--- src/sv/mes_pkg.sv ---
// ============================================================================
// mes_pkg: shared types and constants of the escape-time shader
// Widths, fixed-point format, shade codes, register indexes and the
// command/status structs between the controller and the datapath.
// ============================================================================
package mes_pkg;

    localparam int COORD_WIDTH     = 32;
    localparam int FRACTION_BITS   = 28;
    localparam int COUNT_WIDTH     = 16;
    localparam int PROD_WIDTH      = 2 * COORD_WIDTH;
    localparam int WIDE_WIDTH      = PROD_WIDTH + 1;
    localparam int SHADE_WIDTH     = 3;
    localparam int CFG_INDEX_WIDTH = 4;
    localparam int CFG_DATA_WIDTH  = COUNT_WIDTH;

    localparam int IN_TDATA_WIDTH  = ((2 * COORD_WIDTH + 7) / 8) * 8;
    localparam int OUT_BITS        = COUNT_WIDTH + 1 + SHADE_WIDTH;
    localparam int OUT_TDATA_WIDTH = ((OUT_BITS + 7) / 8) * 8;

    typedef logic signed [COORD_WIDTH-1:0] coord_t;
    typedef logic signed [PROD_WIDTH-1:0]  prod_t;
    typedef logic signed [WIDE_WIDTH-1:0]  wide_t;
    typedef logic [COUNT_WIDTH-1:0]        count_t;
    typedef logic [SHADE_WIDTH-1:0]        shade_t;
    typedef logic [CFG_INDEX_WIDTH-1:0]    cfg_index_t;
    typedef logic [CFG_DATA_WIDTH-1:0]     cfg_data_t;

    // |z| bounds in the wide product/sum format
    localparam wide_t TWO_WIDE  = wide_t'(1) <<< (FRACTION_BITS + 1);
    localparam wide_t FOUR_WIDE = wide_t'(1) <<< (2 * FRACTION_BITS + 2);

    localparam shade_t SHADE_WHITE      = shade_t'(0);
    localparam shade_t SHADE_LIGHT_GRAY = shade_t'(1);
    localparam shade_t SHADE_GRAY       = shade_t'(2);
    localparam shade_t SHADE_DARK_GRAY  = shade_t'(3);
    localparam shade_t SHADE_BLACK      = shade_t'(4);

    localparam cfg_index_t REG_ITERATION_LIMIT = cfg_index_t'(0);
    localparam cfg_index_t REG_SHADING_ON      = cfg_index_t'(1);

    localparam count_t LIMIT_RESET   = count_t'(256);
    localparam logic   SHADING_RESET = 1'b1;

    typedef enum logic [1:0] {
        ST_IDLE,
        ST_MUL,
        ST_STEP,
        ST_FLUSH
    } mes_state_t;

    typedef struct packed {
        logic load;      // capture c, start a new point
        logic mul;       // register the three products of z
        logic step;      // escape checks and z update
        logic out_load;  // move the finished result to the output register
    } mes_cmd_t;

    typedef struct packed {
        logic done;      // the current step ends the point
        logic out_free;  // output register can take a result this cycle
    } mes_status_t;

endpackage

--- src/sv/mes_ctrl.sv ---
// ============================================================================
// mes_ctrl: iteration sequencer
// Walks each point through multiply and step cycles until the datapath
// reports the end, then hands the result over to the output register.
// ============================================================================
module mes_ctrl (
    input  logic                clk,
    input  logic                rst_n,
    input  logic                s_tvalid,
    output logic                s_tready,
    input  mes_pkg::mes_status_t status,
    output mes_pkg::mes_cmd_t   cmd
);
    import mes_pkg::*;

    mes_state_t state_reg;
    mes_state_t state_next;

    always_ff @(posedge clk or negedge rst_n)
    begin
        if (!rst_n)
        begin
            state_reg <= ST_IDLE;
        end
        else
        begin
            state_reg <= state_next;
        end
    end

    always_comb
    begin
        state_next = state_reg;
        cmd        = '0;
        s_tready   = 1'b0;
        unique case (state_reg)
            ST_IDLE:
            begin
                s_tready = 1'b1;
                if (s_tvalid)
                begin
                    cmd.load   = 1'b1;
                    state_next = ST_MUL;
                end
            end
            ST_MUL:
            begin
                cmd.mul    = 1'b1;
                state_next = ST_STEP;
            end
            ST_STEP:
            begin
                cmd.step   = 1'b1;
                state_next = status.done ? ST_FLUSH : ST_MUL;
            end
            ST_FLUSH:
            begin
                // hold until the output register is free
                if (status.out_free)
                begin
                    cmd.out_load = 1'b1;
                    state_next   = ST_IDLE;
                end
            end
            default:
            begin
                state_next = ST_IDLE;
            end
        endcase
    end

endmodule

--- config.mk ---
export PLATFORM = sky130hd
export DESIGN_NAME = mes_ctrl
export DESIGN_NICKNAME = d
export VERILOG_FILES = /design/src/sv/mes_pkg.sv /design/src/sv/mes_ctrl.sv
export SDC_FILE = /design/constraint.sdc
export NUM_CORES = 1
export LEC_CHECK = 0
export ABC_AREA = 1
export BUFFER_PORTS_ARGS = -buffer_cell sky130_fd_sc_hd__buf_2
export CAP_MARGIN = 20
export CORE_AREA = 2 2 39 41
export CTS_BUF_LIST = sky130_fd_sc_hd__clkbuf_8 sky130_fd_sc_hd__clkbuf_16
export CTS_CLUSTER_DIAMETER = 50
export DETAILED_ROUTE_END_ITERATION = 8
export DIE_AREA = 0 0 41 43
export PLACE_DENSITY_LB_ADDON = 0.08
export SLEW_MARGIN = 10
export SYNTH_ARGS = -nofsm -noshare
export SYNTH_HDL_FRONTEND = slang
export SYNTH_SLANG_ARGS = --single-unit
--- constraint.sdc ---
create_clock -name clk -period 1.2 [get_ports clk]
set_input_delay 0 -clock clk [delete_from_list [all_inputs] [get_ports clk]]
set_output_delay 0 -clock clk [all_outputs]
set_load 0.05 [all_outputs]
# Word level (Yosys, flattened, before mapping)
# Index checks and enable logic that the tools add are counted.
[op_classes]
eq_ne = 5
n_mux = 11
reduce_logical = 2
[ops]
columns = ["operator", "n"]
rows = [
  ["one-hot mux 2 bit (4 select lines)", 1],
  ["2-to-1 mux 1 bit", 7],
  ["2-to-1 mux 2 bit", 3],
  ["equality test 2 bit, second input constant", 2],
  ["!= test 2 bit, second input constant", 2],
  ["equality test 2 x 1 -> 1 bit, second input constant", 1],
  ["logical NOT 2 bit", 1],
  ["AND reduction 2 bit", 1],
]
[word_totals]
reg_bits = 2
in_bits = 5

# Logic depth before layout (Yosys ltp)
[logic_depth]
depth_word = 3
ltp_mapped = 5

# Least setup slack after synthesis
# OpenSTA, ideal clock, no wires.
[synth_timing]
kind = "flip-flop to output port"
startpoint = "reg state_reg[1]"
endpoint = "out cmd[3] (netlist bit)"
t_arrival_ps = 1656
path_slack_ps = -456
stages_incl_launch_ff = 3
path_buffers = 1
path_cell_list = "dfrtp_1 clkbuf_2 nor3b_1"
[synth_rtl]
columns = ["item", "line_no", "source"]
rows = [
  ["start, declared", "mes_ctrl.sv:16", "mes_state_t state_reg;"],
  ["start signal, assigned", "mes_ctrl.sv:27", "state_reg <= state_next;"],
  ["end, declared", "mes_ctrl.sv:12", "output mes_pkg::mes_cmd_t cmd"],
]

==> metrics <==
largest cells by area after synthesis dfrtp_1 39%, inv_1 12%, nand2_1 12%; WHS Path Cells 3; Cell Area, Synth 128 um^2; post-synthesis sequential area ratio 0.392; largest net degree at the start of global routing 9; Final setup viols 0; critical path class reg -> out; GRT Overall Usage 0.0622; DIE AREA 1760 um^2; worst slew margin relative to its limit 0.835; crit share post-route 0.937; number of cells after detailed placement 43; area leader, netlist dfrtp_1; crit path time final 1.12 ns; clk_lat worst skew 0.21 ns; WP data required 1.20 ns; status finished clean; RSZ-0062 raised after global routing false; worst hold start s_tvalid; critical path capture point type primary output; grt ovf 0; Die H 43 um; Synth Area per Inst 6.72 um^2; critical path, cell by cell nor3b_2 -> buf_2; Critical Path Fanout Max 6; Root Driver clkbuf_8; H-tree Lvls 1; clock-pin slew on the worst setup and hold paths 0.03 ns; Register-to-Register Path Depth 4; Starting Density 0.0922; CP delay by family, top flip-flops; deepest clock path buffer count 2; hold endpoint state_reg[0]; Largest register FFs 2; DIE WIDTH 41 um; worst-margin pin slew 0.247 ns; f_max 889 MHz; final net count 38; count of cell types in the netlist 10; RR Endpoint state_reg[1]; worst stage delay on the critical path 0.45 ns; share of layout cells above drive strength 1 0.516; DPL Wire Length 269 um; WP data arrival 1.12 ns; worst r2r src state_reg[0]; Critical Path Slowest Stage Cell dfrtp_1; FF-to-FF setup slack 0.40 ns; clock skew 0.00133 ns; Synth Warn # 0; clk sinks 2; CTS Buf Count 3; Core ar. 1380 um^2; RePlAce Congestion 0.683; total iterations of the first detailed-routing run 2; initial antenna violation count 0; crit path from state_reg[0]; Mapped Nets 24; via/cell ratio 3.19; worst min-delay path class in -> reg; Max Cap Violations 0; initial drt markers 1; # diodes 0; vias 150; top-area cell type share of the netlist area 0.392; Worst Path Buf+Inv 1; max-slew violation count 0; global-route wire length before repair 662 um; CTS tree done; Cell Area, Placed 193 um^2; WL per Instance 7.85 um; Non-Filler Instances 47; Setup TNS Final 0 ns; post-CTS setup buffers 0; area delta synth->final 92.2%; Detail Route Antenna Nets 0; fin area 245 um^2; Hold Worst Slack 0.0102 ns; Yosys reg bits 2; Cell Rows 14; I/O pin total 10; cells after synthesis 19; Final Hold Fails 0; DRC errors left 0; port buffer count 9; Routed WL 369 um; crit start category register; vias in the first global route 172
-- area by class of cell --
type	instances	area, um^2
Fill cell	160	1140
Multi-Input combinational cell	11	58.8
Timing Repair Buffer	10	55.1
Sequential cell	2	51.3
Clock buffer	3	41.3
Tap cell	16	20.0
Inverter	5	18.8
-- layer usage --
layer / track usage / routed length, um / up-vias
met1: 0.0641 / 146 / 67
met2: 0.0750 / 213 / 4
li1: - / - / 79
met4: 0.0800 / 0 / 0
met3: 0.0314 / 10 / 0
met5: 0 / 0 / -
-- per-stage QoR --
stage | worst slack (ns) | util
6_report | 0.0755 | 0.177
5_1_grt | 0.00583 | 0.177
4_1_cts | 0.0521 | 0.176
3_5_place_dp | 0.271 | 0.139
3_3_place_gp | 0.269 | 0.139
2_1_floorplan | 0.0309 | -
-- worst min-delay path: stages --
cell and delay, ns:
buf_2 0.08, o21ai_1 0.05, nand2_1 0.05
-- Yosys cell counts --
library cell / count
clkbuf_2: 1
dfrtp_1: 2
inv_1: 4
inv_2: 1
nand2_1: 4
nand3_1: 1
nand3_2: 1
nor2_1: 3
nor3b_1: 1
o21ai_1: 1
-- kinds of logic after synthesis --
family / Yosys count / share of synthesized area
simple gates: 10 / 0.382
buf+inv: 6 / 0.186
flops: 2 / 0.392
compound gates: 1 / 0.0392
-- worst max path at each step --
| stage | endpoint | slack (ns) | depth (start not counted) |
|---|---|---|---|
| 3_3_place_gp | cmd[3] | 0.27 | 2 |
| 6_report | cmd[3] | 0.08 | 2 |
| 3_5_place_dp | cmd[0] | 0.27 | 3 |
| 5_1_grt | cmd[3] | 0.006 | 2 |
| 4_1_cts | cmd[0] | 0.05 | 3 |
| 2_1_floorplan | cmd[2] | 0.03 | 2 |
-- timing repair --
action	CTS	global route
hold buffers	1	0
setup endpoints to repair	0	2
resized for setup	0	1
endpoints found under the hold margin	2	0
-- placed cells by master, fill, tap and decap left out, drive strengths merged --
master and n:
buf 9, nor3b 1, inv 5, nand2 4, clkbuf 3, dlygate4sd3 1, nand3 2, dfrtp 2
o21ai 1, nor2 3
Power is not shown: default switching activity piles up to over one toggle a cycle in this logic, so the estimate is an artifact.
